**src/tpc_pkg.sv**
```systemverilog
`timescale 1ns / 1ps
// ----------------------------------------------------------------------------
// tpc_pkg
// shared types, constants and emit-order tables for the triangle plane clipper
// ----------------------------------------------------------------------------
package tpc_pkg;

  localparam int unsigned CoordW    = 32;
  localparam int unsigned NumSplit  = 2;
  localparam int unsigned NumCoord  = 3;
  localparam int unsigned NumLane   = NumSplit * NumCoord;
  localparam int unsigned QuoW      = 33;
  localparam int unsigned BitsPerDv = 3;
  localparam int unsigned DivSteps  = QuoW / BitsPerDv;
  localparam int unsigned IdxW      = 4;
  localparam logic [IdxW-1:0] LastIdxSmall = IdxW'(3 - 1);
  localparam logic [IdxW-1:0] LastIdxTwo   = IdxW'(9 - 1);

  typedef logic [NumCoord-1:0][CoordW-1:0] vert_t;

  typedef enum logic [1:0] {
    MODE_NONE,
    MODE_ONE,
    MODE_TWO,
    MODE_ALL
  } mode_e;

  typedef enum logic [2:0] {
    SRC_K0,
    SRC_K1,
    SRC_K2,
    SRC_S0,
    SRC_S1
  } src_e;

  function automatic src_e emit_src(mode_e mode, logic [IdxW-1:0] idx);
    src_e s;
    s = SRC_K2;
    case (mode)
      MODE_ALL: begin
        case (idx)
          4'd0:    s = SRC_K0;
          4'd1:    s = SRC_K1;
          default: s = SRC_K2;
        endcase
      end
      MODE_ONE: begin
        case (idx)
          4'd0:    s = SRC_S0;
          4'd1:    s = SRC_S1;
          default: s = SRC_K2;
        endcase
      end
      MODE_TWO: begin
        case (idx)
          4'd0:    s = SRC_K0;
          4'd1:    s = SRC_S0;
          4'd2:    s = SRC_K2;
          4'd3:    s = SRC_K2;
          4'd4:    s = SRC_S0;
          4'd5:    s = SRC_S1;
          4'd6:    s = SRC_K2;
          4'd7:    s = SRC_S1;
          default: s = SRC_K1;
        endcase
      end
      default: s = SRC_K2;
    endcase
    return s;
  endfunction

  function automatic logic emit_last(mode_e mode, logic [IdxW-1:0] idx);
    logic l;
    case (mode)
      MODE_TWO: l = (idx == LastIdxTwo);
      default:  l = (idx == LastIdxSmall);
    endcase
    return l;
  endfunction

  function automatic logic [1:0] nxt3(logic [1:0] i);
    logic [1:0] r;
    case (i)
      2'd0:    r = 2'd1;
      2'd1:    r = 2'd2;
      default: r = 2'd0;
    endcase
    return r;
  endfunction

endpackage

```
**src/tpc_split_lane.sv**
```systemverilog
`timescale 1ns / 1ps
// ----------------------------------------------------------------------------
// tpc_split_lane
// one coordinate of one split point: p + round(d*a/(a-b)), radix-8 divider
// ----------------------------------------------------------------------------
module tpc_split_lane
  import tpc_pkg::*;
(
  input  logic                     clk_i,
  input  logic                     rst_ni,
  input  logic                     start_i,
  input  logic signed [CoordW-1:0] p_i,
  input  logic signed [CoordW-1:0] q_i,
  input  logic signed [CoordW-1:0] a_i,
  input  logic signed [CoordW-1:0] b_i,
  output logic                     done_o,
  output logic        [CoordW-1:0] res_o
);

  localparam logic [3:0] StepMul  = 4'd0;
  localparam logic [3:0] StepLoad = 4'd1;
  localparam logic [3:0] StepEnd  = 4'(DivSteps + 1);

  logic              busy_q, done_q;
  logic [3:0]        step_q;
  logic [CoordW-1:0] p_q, dmag_q, den_q, rem_q, rem_d;
  logic              neg_q;
  logic [CoordW-2:0] a_q;
  logic [2*CoordW-2:0] prod_q;
  logic [QuoW-1:0]   quo_q, quo_d;

  logic [CoordW:0]   diff, dabs, den_full;
  logic [2*CoordW-1:0] dvd;
  logic [CoordW+1:0] pext, qext, sum;

  assign diff     = {q_i[CoordW-1], q_i} - {p_i[CoordW-1], p_i};
  assign dabs     = diff[CoordW] ? (~diff + 1'b1) : diff;
  assign den_full = {a_i[CoordW-1], a_i} - {b_i[CoordW-1], b_i};
  assign dvd      = {1'b0, prod_q} + {{(CoordW+1){1'b0}}, den_q[CoordW-1:1]};

  // three restoring steps per cycle
  always_comb begin
    logic [CoordW:0] t;
    rem_d = rem_q;
    quo_d = quo_q;
    for (int k = 0; k < BitsPerDv; k++) begin
      t     = {rem_d, quo_d[QuoW-1]};
      quo_d = {quo_d[QuoW-2:0], 1'b0};
      if (t >= {1'b0, den_q}) begin
        t        = t - {1'b0, den_q};
        quo_d[0] = 1'b1;
      end
      rem_d = t[CoordW-1:0];
    end
  end

  always_ff @(posedge clk_i or negedge rst_ni) begin
    if (!rst_ni) begin
      busy_q <= 1'b0;
      done_q <= 1'b0;
      step_q <= StepMul;
    end else if (start_i) begin
      busy_q <= 1'b1;
      done_q <= 1'b0;
      step_q <= StepMul;
    end else if (busy_q) begin
      if (step_q == StepEnd) begin
        busy_q <= 1'b0;
        done_q <= 1'b1;
      end else begin
        step_q <= step_q + 4'd1;
      end
    end
  end

  always_ff @(posedge clk_i) begin
    if (start_i) begin
      p_q    <= p_i;
      dmag_q <= dabs[CoordW-1:0];
      neg_q  <= diff[CoordW];
      a_q    <= a_i[CoordW-2:0];
      den_q  <= den_full[CoordW-1:0];
    end else if (busy_q) begin
      if (step_q == StepMul) begin
        prod_q <= (2*CoordW-1)'(dmag_q * a_q);
      end else if (step_q == StepLoad) begin
        rem_q <= {1'b0, dvd[2*CoordW-1:QuoW]};
        quo_q <= dvd[QuoW-1:0];
      end else begin
        rem_q <= rem_d;
        quo_q <= quo_d;
      end
    end
  end

  assign pext  = {{2{p_q[CoordW-1]}}, p_q};
  assign qext  = {1'b0, quo_q};
  assign sum   = neg_q ? (pext - qext) : (pext + qext);
  assign res_o = sum[CoordW-1:0];
  assign done_o = done_q;

endmodule

```
**config.mk**
```make
export PLATFORM = sky130hd
export DESIGN_NAME = tpc_split_lane
export DESIGN_NICKNAME = d
export VERILOG_FILES = /design/src/tpc_pkg.sv /design/src/tpc_split_lane.sv
export SDC_FILE = /design/constraint.sdc
export NUM_CORES = 2
export LEC_CHECK = 0
export ABC_AREA = 1
export BUFFER_PORTS_ARGS = -buffer_cell sky130_fd_sc_hd__buf_2
export CORE_MARGIN = 2
export CORE_UTILIZATION = 45
export DETAILED_ROUTE_END_ITERATION = 8
export PLACE_DENSITY = 0.58
export SLEW_MARGIN = 20
export SYNTH_ARGS = -nofsm -noshare
export SYNTH_HDL_FRONTEND = slang
export SYNTH_SLANG_ARGS = --single-unit
```
**constraint.sdc**
```tcl
create_clock -name clk_i -period 9.2 [get_ports clk_i]
set_clock_uncertainty 0.1 [all_clocks]
set_input_delay 0 -clock clk_i [delete_from_list [all_inputs] [get_ports clk_i]]
set_output_delay 0 -clock clk_i [all_outputs]
set_load 0.05 [all_outputs]
```
### Yosys cells after proc, flatten, opt, wreduce, memory -nomap -nowiden

Cells that the tools add are included.

| cells by class | value |
|---|---|
| add/subtract/negate cells | 10 |
| multipliers | 1 |
| $lt $le $gt $ge | 3 |
| equality and inequality tests | 3 |
| mux-type cells | 19 |
| bitwise gates (word level) | 3 |
| reduce and logical (&&, ||, !) cells | 7 |

Operators with widths:

| cell | count |
|---|---|
| two-way mux 32 bit | 5 |
| subtractor 32 bit | 5 |
| greater-or-equal comparator 33 x 32 -> 1 bit | 3 |
| adder 63 x 31 -> 64 bit | 1 |
| multiplier 32 x 31 -> 63 bit | 1 |
| two-way mux 33 bit | 1 |
| subtractor 32 x 32 -> 33 bit | 1 |
| adder 32 x 1 -> 32 bit, second input constant | 1 |
| adder 32 bit | 1 |
| NOT 32 bit | 1 |
| two-way mux 31 bit | 1 |
| two-way mux 4 bit | 3 |
| two-way mux 1 bit | 9 |
| AND reduction 3 bit | 2 |
| adder 4 x 1 -> 4 bit, second input constant | 1 |
| equality test 4 x 1 -> 1 bit, second input constant | 1 |
| equality test 4 bit, second input constant | 1 |
| zero test 4 bit | 1 |
| AND reduction 2 bit | 2 |
| nonzero test 2 bit | 2 |
| != test 2 bit, second input constant | 1 |
| NOT 1 bit | 2 |

| word-level totals | value |
|---|---|
| bits in registers | 262 |
| input bits | 131 |
| output and inout bits | 33 |
| logic and storage cells | 58 |

### Depth between registers and ports, before layout

| depth | value |
|---|---|
| depth in word-level cells | 7 |
| mapped depth | 47 |
| depth with buffers taken out | 44 |

### Worst setup path before layout

OpenSTA, ideal clock, no wires.

| path | value |
|---|---|
| kind | reg2reg |
| start point | register a_q[7] |
| end point | register prod_q[62] (data pin) |
| setup time | 0.253 ns |
| arrival | 6.740 ns |
| data required time | 8.847 ns |
| setup slack | 2.107 ns |
| cell stages (with the launch flop) | 26 |
| path buffers | 1 |
| cell sequence | edfxtp_1 -> clkbuf_1 -> nand2_1 -> fa_1 -> inv_1 -> fa_1 -> fa_1 -> fa_1 -> fa_1 -> inv_1 -> fa_1 -> inv_1 -> fa_1 -> inv_1 -> fa_1 -> inv_1 -> ha_1 -> nand2_1 -> nor2_1 -> nand2_1 -> nor4_1 -> a21oi_1 -> o31ai_1 -> nand3_1 -> nand3b_1 -> nand2_1 |

| on the way | value |
|---|---|
| cells in the longest elaborated chain, start to end | 1 |

Ends and longest elaborated chain:

| what | RTL line | text |
|---|---|---|
| from (decl) | tpc_split_lane.sv:28 | `logic [CoordW-2:0] a_q;` |
| from (signal assigned) | tpc_split_lane.sv:81 | `a_q <= a_i[CoordW-2:0];` |
| multiplier 32 x 31 -> 63 bit | tpc_split_lane.sv:85 | `prod_q <= (2*CoordW-1)'(dmag_q * a_q);` |
| to (signal assigned) | tpc_split_lane.sv:85 |  |
| to (decl) | tpc_split_lane.sv:29 | `logic [2*CoordW-2:0] prod_q;` |

No other way between the ends.
A chain may end at the register's enable or synchronous reset.

### Worst setup path in the final report

| path | value |
|---|---|
| start point | register a_q[7] |
| end point | register prod_q[34] (data pin) |

Same word-level chain as after synthesis.

==> impl_metrics.py <==
metrics = {
    "logic_synthesis": {
        "netlist_top_cells_count": "sky130_fd_sc_hd__nand2_1 (2094), sky130_fd_sc_hd__inv_1 (1757), sky130_fd_sc_hd__fa_1 (873), sky130_fd_sc_hd__ha_1 (482), sky130_fd_sc_hd__nor2_1 (461)",
        "synth_area_leader_cell": "sky130_fd_sc_hd__fa_1",
        "postSynthCellCount": 7730,
        "yosys.area_share.simple": 0.206,
        "synth_compound_gate_area_share": 0.0840,
        "combinational_family_with_the_most_area_after_synthesis": "adder cells",
        "yosys_warning_total": 0,
        "post_synth.cell_area_avg_um2": 7.53,
        "synth_enable_flop_cells": 256,
        "xor_and_xnor_area_share_after_synthesis": 0.0421,
        "synth_cell_type_count": 62,
        "synth_fa_ha_area_frac": 0.404,
        "synth.net_count": 9216,
        "synth-seq-area-share": 0.135,
        "synth.area.top_cells": "sky130_fd_sc_hd__fa_1 (30%), sky130_fd_sc_hd__nand2_1 (13%), sky130_fd_sc_hd__edfxtp_1 (13%)",
        "mappedNetlistArea_um2": 58200,
        "synth.mux.area_fraction": 0,
        "synthDominantCellAreaShare": 0.300,
        "ys.flop_type": "sky130_fd_sc_hd__edfxtp_1",
        "asyncSetResetFlopFracSynth": 0.0229,
        "synthesis_stage_register_bit_count": 262,
        "cell_with_the_most_instances_after_synthesis": "sky130_fd_sc_hd__nand2_1",
    },
    "die": {
        "floorplan.core_area_um2": 129000,
        "num_io_pins": 164,
        "die_h_um": 364,
        "die_width_um": 364,
        "floorplan.die_area_um2": 132000,
        "placementRows": 132,
        "initial_core_util": 0.452,
    },
    "global_routing": {
        "grt_start_max_net_pins": 66,
        "grt_pass1_wl_um": 320000,
        "gr-total-overflow": 0,
        "grtUsageTotal": 0.322,
        "grt_pass1_vias": 52300,
        "grt_antenna_before_repair": 12,
    },
    "timing": {
        "max_clock_freq_ghz": 0.116,
        "setup_tns_ps": 0,
        "final_period_minus_worst_setup_slack_ps": 8590,
        "finalHoldViolations": 0,
        "timing.final.crit_share": 0.934,
        "setup_viol": 0,
        "max-slew-margin-rel": 0.223,
        "tightest_slew_ps": 1170,
        "drv_slew": 0,
        "rsz0062_at_grt": "false",
    },
    "detailed_routing": {
        "number_of_detailed_route_iterations_in_the_first_pass": 6,
        "antenna_left": 0,
        "first_iter_violations": 4447,
        "totalWireLength_um": 212000,
        "wl_per_cell_um": 21.6,
        "vias": 52100,
        "drc": 0,
        "detail_route.vias_per_cell": 5.31,
    },
    "clock_tree": {
        "post_cts.resized_instances": 0,
        "clock_tree_from_tritoncts": "done",
        "cts.htree.levels": 2,
        "number_of_clock_buffers_inserted_by_tritoncts": 39,
        "clkSinkCount": 262,
        "cts_root_buf": "sky130_fd_sc_hd__clkbuf_16",
        "clkLatencyLatePin_ps": 630,
        "clock_tree_buf_depth": 3,
        "cts.reportedPaths.clkPinSlew_ps": 60,
    },
    "outcome": {
        "run_status": "completed",
    },
    "worst_setup_path": {
        "timing.critical_path.slowest_stage_cell": "sky130_fd_sc_hd__edfxtp_1",
        "crit_arrival_ps": 8930,
        "worst_setup_end_kind": "flip-flop",
        "critical_path_buf_inv_count": 7,
        "critical_path.startpoint_type": "flip-flop",
        "crit_path_start": "a_q[7]$_DFFE_PP_",
        "criticalPathCategory": "reg2reg",
        "critPathMostFrequentCell": "sky130_fd_sc_hd__fa_1",
        "largest_delay_contributor_family_on_the_critical_path": "adder cells",
        "cp.required_ps": 9530,
        "regToRegStartpoint": "a_q[7]$_DFFE_PP_",
        "slowest_delay_ps": 1000,
        "maximum_fanout_along_the_worst_path": 20,
    },
    "cells_and_area": {
        "net_count_reported_at_finish": 9523,
        "area_growth_syn_to_layout_pct": 11.1,
        "layout.filler_cells": 13000,
        "final_layout_size_suffix_gt1_frac": 0.0626,
    },
    "place": {
        "place_congestion": 1.02,
        "hpwlAfterDp_um": 180000,
        "port_buffers": 163,
    },
    "min_path": {
        "hold_class": "in2reg",
        "hold_path.startpoint": "q_i[30]",
    },
    "flow_run": {
        "cap_viol_max_count": 0,
    },
}
==> per-layer routing <==
metal / track usage / wire (um) / vias to the layer above
met5: 0 / 13 / -
met4: 0.118 / 8920 / 2
met3: 0.0400 / 14000 / 339
met2: 0.534 / 99800 / 1799
met1: 0.432 / 89300 / 25800
li1: - / - / 24200
==> worst min-delay path: stages <==
cell,delay (ps)
sky130_fd_sc_hd__buf_2,80
sky130_fd_sc_hd__ha_1,150
sky130_fd_sc_hd__a21oi_1,40
sky130_fd_sc_hd__nand3_1,90
sky130_fd_sc_hd__xor2_1,90
sky130_fd_sc_hd__inv_1,70
sky130_fd_sc_hd__nand2_1,50
sky130_fd_sc_hd__nand2_1,60
==> cell usage in the layout (no fill, tap or decap), types with 7 or more instances in the layout <==
cell / synthesis / routed
sky130_fd_sc_hd__a21boi_0: 15 / 15
sky130_fd_sc_hd__a21o_1: 38 / 38
sky130_fd_sc_hd__a21oi_1: 377 / 377
sky130_fd_sc_hd__a31oi_1: 43 / 43
sky130_fd_sc_hd__buf_12: 0 / 8
sky130_fd_sc_hd__buf_2: 9 / 162
sky130_fd_sc_hd__buf_4: 4 / 209
sky130_fd_sc_hd__bufinv_16: 0 / 11
sky130_fd_sc_hd__clkbuf_16: 0 / 39
sky130_fd_sc_hd__diode_2: 0 / 9
sky130_fd_sc_hd__dlygate4sd3_1: 0 / 111
sky130_fd_sc_hd__edfxtp_1: 256 / 256
sky130_fd_sc_hd__fa_1: 873 / 873
sky130_fd_sc_hd__ha_1: 482 / 482
sky130_fd_sc_hd__inv_1: 1757 / 1756
sky130_fd_sc_hd__inv_2: 6 / 7
sky130_fd_sc_hd__nand2_1: 2094 / 2094
sky130_fd_sc_hd__nand3_1: 193 / 192
sky130_fd_sc_hd__nand3b_1: 20 / 20
sky130_fd_sc_hd__nand4_1: 72 / 72
sky130_fd_sc_hd__nor2_1: 461 / 461
sky130_fd_sc_hd__nor3_1: 71 / 70
sky130_fd_sc_hd__nor4_1: 16 / 16
sky130_fd_sc_hd__o211ai_1: 11 / 11
sky130_fd_sc_hd__o21a_1: 15 / 15
sky130_fd_sc_hd__o21ai_0: 254 / 254
sky130_fd_sc_hd__o21ai_1: 34 / 34
sky130_fd_sc_hd__o21bai_1: 36 / 36
sky130_fd_sc_hd__o31ai_1: 8 / 8
sky130_fd_sc_hd__or2_2: 10 / 10
sky130_fd_sc_hd__xnor2_1: 104 / 104
sky130_fd_sc_hd__xor2_1: 171 / 171
==> through the flow <==
step | hold WS (ps) | util | worst slack [ps] | instance area [um^2] | cells
floorplan | -396 | - | 2110 | 58200 | 7730
global placement | -268 | 0.481 | 652 | 62100 | 9625
detailed placement | -260 | 0.481 | 686 | 62100 | 9627
CTS | 1.60 | 0.501 | 691 | 64700 | 9809
global route | 36.2 | 0.501 | 280 | 64700 | 9813
finish | 24.9 | 0.501 | 605 | 64700 | 9818
==> state kept, by name, summed over array words and instances (netlist names) <==
| signal | flops |
|---|---|
| a_q | 31 |
| busy_q | 1 |
| den_q | 32 |
| dmag_q | 32 |
| done_o | 1 |
| neg_q | 1 |
| p_q | 32 |
| prod_q | 63 |
| quo_q | 33 |
| rem_q | 32 |
| step_q | 4 |
==> final cells by class <==
class | count | area [um^2] | area share
Multi-Input combinational cell | 5476 | 42900 | 0.663
Sequential cell | 262 | 7840 | 0.121
Inverter | 1765 | 6630 | 0.103
Timing Repair Buffer | 493 | 3690 | 0.0571
Tap cell | 1742 | 2180 | 0.0337
Clock buffer | 42 | 987 | 0.0153
Clock inverter | 29 | 467 | 0.00722
Antenna cell | 9 | 22.5 | 0.000348
==> path summary, 6_finish.rpt <==
| check | to | slack, ps | cells after the start |
|---|---|---|---|
| worst max-delay path | prod_q[34]$_DFFE_PP_ | 610 | 26 |
| worst min-delay path | dmag_q[31]$_DFFE_PP_ | 20 | 8 |
| worst max register to register | prod_q[34]$_DFFE_PP_ | 610 | 26 |
| worst min register to register | done_o$_DFFE_PN0P_ | 430 | 2 |
| max in group asynchronous | busy_q$_DFF_PN0_ | 8540 | 3 |
| min in group asynchronous | done_o$_DFFE_PN0P_ | 220 | 3 |
==> repair_timing <==
action / 4_1_cts / 5_1_grt
setup buffers: 0 / 0
hold buffers: 111 / 0
hold endpoints to repair: 132 / 0
==> cells by family (layout without fill, tap and decap cells) <==
logic type               count (synthesis)  count (layout)
XOR/XNOR                               277             277
other                                    0               9
flip-flops                             262             262
AND/OR/NAND/NOR                       2971            2971
buffers and inverters                 1992            2329
AO/OA/AOI/OAI                          873             873
adder cells (fa/ha/maj)               1355            1355
Power is not shown: default switching activity piles up to over one toggle a cycle in this logic, so the estimate is an artifact.
