**config.mk**
```make
export PLATFORM = sky130hd
export DESIGN_NAME = tpc_emit
export DESIGN_NICKNAME = d
export VERILOG_FILES = /design/src/tpc_pkg.sv /design/src/tpc_emit.sv
export SDC_FILE = /design/constraint.sdc
export NUM_CORES = 1
export LEC_CHECK = 0
export BUFFER_PORTS_ARGS = -buffer_cell sky130_fd_sc_hd__buf_2
export CORE_MARGIN = 5
export CORE_UTILIZATION = 30
export CTS_BUF_LIST = sky130_fd_sc_hd__clkbuf_8
export CTS_CLUSTER_SIZE = 40
export DETAILED_ROUTE_END_ITERATION = 7
export PLACE_DENSITY = 0.52
export SYNTH_ARGS = -nofsm -noshare
export SYNTH_HDL_FRONTEND = slang
export SYNTH_SLANG_ARGS = --single-unit
```
**constraint.sdc**
```tcl
create_clock -name clk_i -period 8 [get_ports clk_i]
set_clock_uncertainty 0.05 [all_clocks]
set_input_delay 0.8 -clock clk_i [delete_from_list [all_inputs] [get_ports clk_i]]
set_output_delay 0.8 -clock clk_i [all_outputs]
set_load 0.01 [all_outputs]
```
**src/tpc_pkg.sv**
```systemverilog
`timescale 1ns / 1ps
// ----------------------------------------------------------------------------
// tpc_pkg
// shared types, constants and emit-order tables for the triangle plane clipper
// ----------------------------------------------------------------------------
package tpc_pkg;

  localparam int unsigned CoordW    = 32;
  localparam int unsigned NumSplit  = 2;
  localparam int unsigned NumCoord  = 3;
  localparam int unsigned NumLane   = NumSplit * NumCoord;
  localparam int unsigned QuoW      = 33;
  localparam int unsigned BitsPerDv = 3;
  localparam int unsigned DivSteps  = QuoW / BitsPerDv;
  localparam int unsigned IdxW      = 4;
  localparam logic [IdxW-1:0] LastIdxSmall = IdxW'(3 - 1);
  localparam logic [IdxW-1:0] LastIdxTwo   = IdxW'(9 - 1);

  typedef logic [NumCoord-1:0][CoordW-1:0] vert_t;

  typedef enum logic [1:0] {
    MODE_NONE,
    MODE_ONE,
    MODE_TWO,
    MODE_ALL
  } mode_e;

  typedef enum logic [2:0] {
    SRC_K0,
    SRC_K1,
    SRC_K2,
    SRC_S0,
    SRC_S1
  } src_e;

  function automatic src_e emit_src(mode_e mode, logic [IdxW-1:0] idx);
    src_e s;
    s = SRC_K2;
    case (mode)
      MODE_ALL: begin
        case (idx)
          4'd0:    s = SRC_K0;
          4'd1:    s = SRC_K1;
          default: s = SRC_K2;
        endcase
      end
      MODE_ONE: begin
        case (idx)
          4'd0:    s = SRC_S0;
          4'd1:    s = SRC_S1;
          default: s = SRC_K2;
        endcase
      end
      MODE_TWO: begin
        case (idx)
          4'd0:    s = SRC_K0;
          4'd1:    s = SRC_S0;
          4'd2:    s = SRC_K2;
          4'd3:    s = SRC_K2;
          4'd4:    s = SRC_S0;
          4'd5:    s = SRC_S1;
          4'd6:    s = SRC_K2;
          4'd7:    s = SRC_S1;
          default: s = SRC_K1;
        endcase
      end
      default: s = SRC_K2;
    endcase
    return s;
  endfunction

  function automatic logic emit_last(mode_e mode, logic [IdxW-1:0] idx);
    logic l;
    case (mode)
      MODE_TWO: l = (idx == LastIdxTwo);
      default:  l = (idx == LastIdxSmall);
    endcase
    return l;
  endfunction

  function automatic logic [1:0] nxt3(logic [1:0] i);
    logic [1:0] r;
    case (i)
      2'd0:    r = 2'd1;
      2'd1:    r = 2'd2;
      default: r = 2'd0;
    endcase
    return r;
  endfunction

endpackage

```
**src/tpc_emit.sv**
```systemverilog
`timescale 1ns / 1ps
// ----------------------------------------------------------------------------
// tpc_emit
// merges kept vertices and lane split points into the output vertex stream
// ----------------------------------------------------------------------------
module tpc_emit
  import tpc_pkg::*;
(
  input  logic                     clk_i,
  input  logic                     rst_ni,
  input  logic                     load_i,
  input  mode_e                    mode_i,
  input  vert_t                    k_i [3],
  input  vert_t                    s_i [NumSplit],
  output logic                     ready_o,
  output logic                     valid_o,
  input  logic                     stall_i,
  output logic signed [CoordW-1:0] px_o,
  output logic signed [CoordW-1:0] py_o,
  output logic signed [CoordW-1:0] pz_o,
  output logic                     last_o
);

  logic            busy_q;
  logic [IdxW-1:0] idx_q;
  mode_e           mode_q;
  vert_t           k_q [3];
  vert_t           s_q [NumSplit];
  vert_t           sel;
  logic            take;

  assign last_o  = emit_last(mode_q, idx_q);
  assign take    = busy_q && !stall_i;
  assign ready_o = !busy_q || (take && last_o);
  assign valid_o = busy_q;

  always_comb begin
    case (emit_src(mode_q, idx_q))
      SRC_K0:  sel = k_q[0];
      SRC_K1:  sel = k_q[1];
      SRC_S0:  sel = s_q[0];
      SRC_S1:  sel = s_q[1];
      default: sel = k_q[2];
    endcase
  end

  assign px_o = sel[0];
  assign py_o = sel[1];
  assign pz_o = sel[2];

  always_ff @(posedge clk_i or negedge rst_ni) begin
    if (!rst_ni) begin
      busy_q <= 1'b0;
      idx_q  <= '0;
      mode_q <= MODE_NONE;
    end else if (load_i) begin
      busy_q <= 1'b1;
      idx_q  <= '0;
      mode_q <= mode_i;
    end else if (take) begin
      if (last_o) busy_q <= 1'b0;
      idx_q <= idx_q + 1'b1;
    end
  end

  always_ff @(posedge clk_i) begin
    if (load_i) begin
      k_q <= k_i;
      s_q <= s_i;
    end
  end

endmodule

```
# --- Word-level counts from Yosys, hierarchy flattened ---
# Memory sizes are Yosys's and may differ from the RTL's.
# Cells that the tools add are included.
totals:
  n_memories: 1
  register_bits: 487
  ram_bits: 0
  inputBits: 486
  out_inout_bits: 99
  word_cells: 50
  rom_bits: 24
  latch_bits: 0
mem_list:
  columns: ["memory", "depth", "word_bits", "rd", "rd_ports_with_merged_regs", "write_ports", "line_no", "text"]
  rows:
  - ["(no name shown)", 8, 3, 1, 0, 0, "tpc_pkg.sv:55", "case (idx)"]
op_classes:
  shifts: 0
  n_eq_ne: 9
  n_addsub: 1
  bitwise: 0
  magnitude_cmp: 0
  n_mul: 0
  reduce_logical: 10
  muxes: 11
  n_div: 0
ops:
  columns: ["operator", "count"]
  rows:
  - ["$pmux 96 s4", 1]
  - ["$pmux 3 s3", 1]
  - ["$mux 4", 2]
  - ["$pmux 3 s2", 1]
  - ["$add 4x1->4 const B", 1]
  - ["$eq 2x2->1 const B", 2]
  - ["$eq 4x1->1 const B", 1]
  - ["$eq 4x2->1 const B", 1]
  - ["$eq 4x4->1 const B", 1]
  - ["$logic_not 4->1", 1]
  - ["$mux 1", 4]
  - ["$pmux 2 s2", 1]
  - ["$reduce_bool 2->1", 2]
  - ["$eq 3x1->1 const B", 1]
  - ["$eq 3x2->1 const B", 1]
  - ["$eq 3x3->1 const B", 1]
  - ["$logic_not 3->1", 1]
  - ["$mux 3", 1]
  - ["$eq 2x1->1 const B", 1]
  - ["$logic_and 1x1->1", 2]
  - ["$logic_not 1->1", 2]
  - ["$reduce_and 2->1", 1]
  - ["$logic_or 1x1->1", 1]

# --- Depth between registers and ports, before layout ---
depth:
  depth_word: 5
  depth_mapped: 11

# --- Worst setup path after synthesis ---
# Ideal clock, no wire load.
synth_timing:
  path_type: "flip-flop to output port"
  from: "register idx_q[0]"
  to: "output port py_o[29]"
  slack_ps: 4540
  t_required_ps: 7150
  arrival_ps: 2610
  stages_incl_launch_ff: 11
  path_buffers: 3
  path_cell_list: "dfrtp_1 clkbuf_1 inv_1 ha_1 mux2i_1 or4b_1 buf_2 a211oi_4 buf_2 a32oi_1 a31oi_1"
synth_between:
  elab_chain_cells: 5
  word_cells_on_any_way: 12
  cone_classes: "eq/ne (4); mux (5); reduce/logical (2); memory (1)"
synth_rtl:
  columns: ["item", "line_no", "text"]
  rows:
  - ["start, declared", "tpc_emit.sv:25", "logic [IdxW-1:0] idx_q;"]
  - ["start signal, assigned", "tpc_emit.sv:62", "idx_q <= idx_q + 1'b1;"]
  - ["$mem_v2 8x3, or another cell as far along", null, null]
  - ["$mux 3, or another cell as far along", "tpc_pkg.sv:55", null]
  - ["$pmux 3 s3 *", "tpc_pkg.sv:39", "case (mode)"]
  - ["$eq 3x3->1, or another cell as far along", "tpc_emit.sv:38", "case (emit_src(mode_q, idx_q))"]
  - ["$pmux 96 s4 *", "tpc_emit.sv:38", null]
  - ["end, declared", "tpc_emit.sv:19", "output logic signed [CoordW-1:0] py_o,"]
# Mark *: on every way between the ends. The rest lies on a longest branch, timed or not.

# --- Final worst setup path ---
layout_timing:
  from: "register idx_q[0]"
  to: "output port px_o[19]"
layout_between:
  elab_chain_cells: 5
  word_cells_on_any_way: 12
  cone_classes: "eq/ne (4); mux (5); reduce/logical (2); memory (1)"
layout_rtl:
  columns: ["item", "line_no", "text"]
  rows:
  - ["$mem_v2 8x3, or another cell as far along", null, null]
  - ["$mux 3, or another cell as far along", "tpc_pkg.sv:55", null]
  - ["$pmux 3 s3 *", "tpc_pkg.sv:39", null]
  - ["$eq 3x3->1, or another cell as far along", "tpc_emit.sv:38", null]
  - ["$pmux 96 s4 *", "tpc_emit.sv:38", null]
  - ["end, declared", "tpc_emit.sv:18", "output logic signed [CoordW-1:0] px_o,"]
# Marked as above.

==> tab_implementation.tex <==
\begin{tabular}{lr}
\hline
Metric & Value \\
\hline
\multicolumn{2}{l}{\textbf{Clocking}} \\
TritonCTS clock tree & yes \\
H-tree Lvls & 3 \\
Clock Tree Buf Depth & 3 \\
Number of buffers created by CTS & 90 \\
Setup bufs post-CTS & 0 \\
Worst-skew pair later-pin latency & 0.65 ns \\
Register clock-pin slew on the reported worst setup and hold paths & 0.06 ns \\
Clock net sink count & between 400 and 500 \\
Clock root buffer & sky130\_fd\_sc\_hd\_\_clkbuf\_8 \\
\multicolumn{2}{l}{\textbf{Die}} \\
Initial standard-cell utilization of the core & 30.2\% \\
Placeable Area & 0.0631 mm² \\
Number of top-level pins & between 500 and 600 \\
Area enclosed by the die boundary & $\sim$0.069 mm² \\
Vert. Die Dim & 262 µm \\
Die Width & approximately 260 µm \\
Number of rows created at floorplan & 92 \\
\multicolumn{2}{l}{\textbf{Power and ir drop}} \\
P\_sw & 1.86 mW \\
IR drop worst, VDD & 160 µV \\
Leakage power figure & 9.66 nW \\
Share of power burned in the clock network & 34.2\% \\
Int Pwr & 4.63 mW \\
Power Dens Cells & 263 mW/mm² \\
Switching fraction of total power & 28.6\% \\
Reg power frac & 47.6\% \\
Share of power burned in combinational logic & 18.1\% \\
\multicolumn{2}{l}{\textbf{Global routing}} \\
GRT Overall Usage & 18.3\% \\
Number of global-route vias before repair & between 10,000 and 15,000 \\
Largest net degree at the start of global routing & between 150 and 200 \\
Grt total ovfl & 0 \\
Wire length of the first global-routing pass & 92,300 µm \\
Initial antenna violation count & 35 \\
\multicolumn{2}{l}{\textbf{Worst setup path}} \\
Reg2Reg Launch Point & mode\_q[0]\$\_DFFE\_PN0P\_ \\
Top cell family by delay on the critical path & buffers and inverters \\
Startpoint of the worst setup timing path & idx\_q[0]\$\_DFFE\_PN0P\_ \\
Critical path type & flop to primary output \\
Worst Path Required & 7.15 ns \\
CP Launch Type & flop \\
CP Data Arrival Time & around 4.7 ns \\
Critical path's largest stage delay & 0.67 ns \\
Worst Setup End Kind & primary output \\
Cells traversed along the worst timing path & inv\_1, ha\_1, a21oi\_1, or2\_4, buf\_4, nand4\_1, buf\_4, a21oi\_1, a31oi\_1, buf\_2 \\
Worst path bufs/invs & 4 \\
Cell with the biggest individual delay on the critical path & sky130\_fd\_sc\_hd\_\_buf\_4 \\
Maximum fanout along the worst path & 75 \\
\multicolumn{2}{l}{\textbf{Synthesis}} \\
Yosys warning count & 0 \\
Seq cells post-synth & 487 \\
Mapped Area & 0.0191 mm² \\
Avg Synthesized Cell Area & 15.9 µm² \\
Net count after synthesis & 1,688 \\
Count of flip-flops with a built-in enable after synthesis & 480 \\
Area share of the largest cell type after synthesis & $\sim$76\% \\
Post-synthesis cell type count & 48 \\
Share of flip-flops with an asynchronous set or reset after synthesis & 1.44\% \\
Gate count after technology mapping & about 1,200 \\
Most common flop cell mapped by yosys & sky130\_fd\_sc\_hd\_\_edfxtp\_1 \\
Share of synthesized area occupied by flip-flops and latches & 76.5\% \\
Top post-synthesis cells by area & sky130\_fd\_sc\_hd\_\_edfxtp\_1 (76\%), sky130\_fd\_sc\_hd\_\_a22oi\_1 (2.6\%), sky130\_fd\_sc\_hd\_\_a21oi\_1 (2.4\%), sky130\_fd\_sc\_hd\_\_o21ai\_0 (2.2\%), sky130\_fd\_sc\_hd\_\_a31oi\_1 (1.7\%) \\
Area leader, netlist & sky130\_fd\_sc\_hd\_\_edfxtp\_1 \\
\multicolumn{2}{l}{\textbf{Timing}} \\
Timing-limited maximum frequency & around 180 MHz \\
Hold violation count in the final report & 0 \\
Number of pins with negative max-slew slack in the final report & 0 \\
Hold Worst Slack & 0.235 ns \\
Actual transition at the worst max-transition pin & 1.16 ns \\
Worst-case headroom to the max-slew limit & 22.5\% \\
Minimum clock period & 5.56 ns \\
RSZ-0062 raised after global routing & no \\
Setup total negative slack & 0 ns \\
Final setup violation count & 0 \\
Portion of the clock cycle consumed by the worst path in the final layout & 69.5\% \\
\multicolumn{2}{l}{\textbf{Route}} \\
Antenna Violating Nets Remaining & 0 \\
Count of routing violations after the opening detailed-route iteration & 1,118 \\
Number of DRC violations after detailed routing & 0 \\
Final routed wirelength across all metal layers & 66,500 µm \\
Vias per std cell & 4.88 \\
Routed len/inst & around 24 µm \\
Number of vias after detailed routing & 13,400 \\
DR pass1 iterations & 5 \\
\multicolumn{2}{l}{\textbf{Hold path}} \\
Hold/Removal Path Class & input port to flop \\
Min-delay src & s\_i[110] \\
\multicolumn{2}{l}{\textbf{Placed design}} \\
Final GP Congestion & 0.922 \\
PortBufs & between 500 and 600 \\
Total half-perimeter wirelength after legalization and detailed placement & 46,300 µm \\
Placed Cells & 2,552 \\
\multicolumn{2}{l}{\textbf{Layout}} \\
Area used by multi-input combinational logic & 0.00414 mm² \\
Filler cell count & 6,111 \\
Synth-to-layout area growth & 29.3\% \\
Fraction of layout cells with a size suffix above 1 & 39.2\% \\
Footprint of the flip-flops and latches & around 0.015 mm² \\
Net total in the final layout & 2,288 \\
Count of non-filler cells in the finished layout & approximately 2,700 \\
\multicolumn{2}{l}{\textbf{Run}} \\
Number of max-capacitance violations reported & 0 \\
\multicolumn{2}{l}{\textbf{Outcome}} \\
Status & completed \\
\hline
\end{tabular}
==> state kept, by name, indices dropped and copies added, names as in the netlist <==
name / flops
s_q: 192
idx_q: 4
valid_o: 1
mode_q: 2
k_q: 288
==> worst paths after layout <==
check | to | slack, ns | depth (start not counted)
max | px_o[19] | 2.44 | 10
min | s_q[110]$_DFFE_PP_ | 0.23 | 1
max reg2reg | valid_o$_DFFE_PN0P_ | 6.28 | 5
min reg2reg | valid_o$_DFFE_PN0P_ | 0.54 | 2
max in group asynchronous | mode_q[1]$_DFFE_PN0P_ | 7.21 | 2
min in group asynchronous | idx_q[3]$_DFFE_PN0P_ | 0.52 | 2
==> area by class of cell <==
cell class                      count  share of cell area (%)
Sequential cell                   487                    59.1
Multi-Input combinational cell    609                    16.8
Timing Repair Buffer              608                    12.7
Clock buffer                       91                    5.08
Tap cell                          846                    4.29
Clock inverter                     76                    1.67
Antenna cell                       28                   0.284
Inverter                            3                  0.0457
==> metrics by stage <==
stage / total power [mW] / util, % / instance area, µm² / setup WS, ns
2_1_floorplan: 3.72 / - / 19100 / 4.54
3_3_place_gp: 4.32 / 36.3 / 22900 / 3.20
6_report: 6.49 / 39.1 / 24700 / 2.44
5_1_grt: 6.80 / 39.0 / 24600 / 2.03
3_5_place_dp: 4.33 / 36.3 / 22900 / 3.10
4_1_cts: 6.59 / 39.0 / 24600 / 2.34
==> synth_stat cells, types with 2 or more instances <==
cell type                     n
sky130_fd_sc_hd__a211oi_1     2
sky130_fd_sc_hd__a31oi_1     53
sky130_fd_sc_hd__nand2_1     17
sky130_fd_sc_hd__nand3_1     29
sky130_fd_sc_hd__dfrtp_1      7
sky130_fd_sc_hd__mux2_2       2
sky130_fd_sc_hd__a21oi_1     91
sky130_fd_sc_hd__a2bb2oi_1   14
sky130_fd_sc_hd__o32a_1      29
sky130_fd_sc_hd__nand2b_1     3
sky130_fd_sc_hd__o21a_1      31
sky130_fd_sc_hd__a22o_1      14
sky130_fd_sc_hd__a22oi_1     67
sky130_fd_sc_hd__a21o_1      30
sky130_fd_sc_hd__a21boi_0    40
sky130_fd_sc_hd__nor2_1       9
sky130_fd_sc_hd__nor2b_1      2
sky130_fd_sc_hd__and2_1      13
sky130_fd_sc_hd__buf_1        4
sky130_fd_sc_hd__nand4_1      2
sky130_fd_sc_hd__o21ai_1      2
sky130_fd_sc_hd__o21ai_0     84
sky130_fd_sc_hd__ha_1         3
sky130_fd_sc_hd__clkbuf_1    72
sky130_fd_sc_hd__inv_1        3
sky130_fd_sc_hd__edfxtp_1   480
sky130_fd_sc_hd__nor3b_1      2
sky130_fd_sc_hd__and3_1      40
sky130_fd_sc_hd__buf_2       18
sky130_fd_sc_hd__a32oi_1     13
sky130_fd_sc_hd__xor2_1       2
sky130_fd_sc_hd__buf_6        5
==> per-layer routing <==
layer	track usage [%]	vias to the layer above	wire length, µm
met5	0	-	218
met4	6.38	34	1750
met3	6.96	140	6970
met2	30.8	634	32900
met1	21.5	6490	24700
li1	-	6120	-
==> what timing repair did <==
action                    4_1_cts  5_1_grt
resized for setup               0        0
hold endpoints to repair        7        0
hold buffers                    1        0
==> cells by family after synthesis <==
family	after synthesis	synth area share (%)
XOR/XNOR	3	0.138
buffers and inverters	103	2.35
adder cells (fa/ha/maj)	3	0.197
AND/OR/NAND/NOR	124	3.71
AO/OA/AOI/OAI	476	17.0
multiplexers	3	0.171
flip-flops	487	76.5
==> power by group through the flow <==
stage	registers (mW)	logic (mW)	clock network, mW
6_report	3.09	1.18	2.22
5_1_grt	3.11	1.27	2.42
4_1_cts	3.09	1.20	2.31
3_5_place_dp	3.14	1.19	0
3_3_place_gp	3.14	1.18	0
2_1_floorplan	3.12	0.605	0
==> placed cells by master, fill, tap and decap left out, types with 3 or more instances in the layout <==
cell type	synthesis	final
sky130_fd_sc_hd__a32oi_1	13	13
sky130_fd_sc_hd__a22o_1	14	14
sky130_fd_sc_hd__nand2b_1	3	3
sky130_fd_sc_hd__clkinv_2	0	6
sky130_fd_sc_hd__ha_1	3	3
sky130_fd_sc_hd__diode_2	0	28
sky130_fd_sc_hd__nand3_1	29	29
sky130_fd_sc_hd__a2bb2oi_1	14	14
sky130_fd_sc_hd__buf_2	18	583
sky130_fd_sc_hd__a31oi_1	53	53
sky130_fd_sc_hd__a21boi_0	40	40
sky130_fd_sc_hd__o21ai_0	84	83
sky130_fd_sc_hd__inv_8	0	3
sky130_fd_sc_hd__a21o_1	30	30
sky130_fd_sc_hd__o32a_1	29	29
sky130_fd_sc_hd__o21a_1	31	31
sky130_fd_sc_hd__a21oi_1	91	87
sky130_fd_sc_hd__nand2_1	17	17
sky130_fd_sc_hd__and2_1	13	13
sky130_fd_sc_hd__dfrtp_1	7	7
sky130_fd_sc_hd__edfxtp_1	480	480
sky130_fd_sc_hd__inv_1	3	35
sky130_fd_sc_hd__clkbuf_8	0	91
sky130_fd_sc_hd__and3_1	40	40
sky130_fd_sc_hd__a22oi_1	67	67
sky130_fd_sc_hd__nor2_1	9	6
sky130_fd_sc_hd__buf_4	0	22
sky130_fd_sc_hd__clkinv_1	0	28
Power figures use the tool's default switching activity.
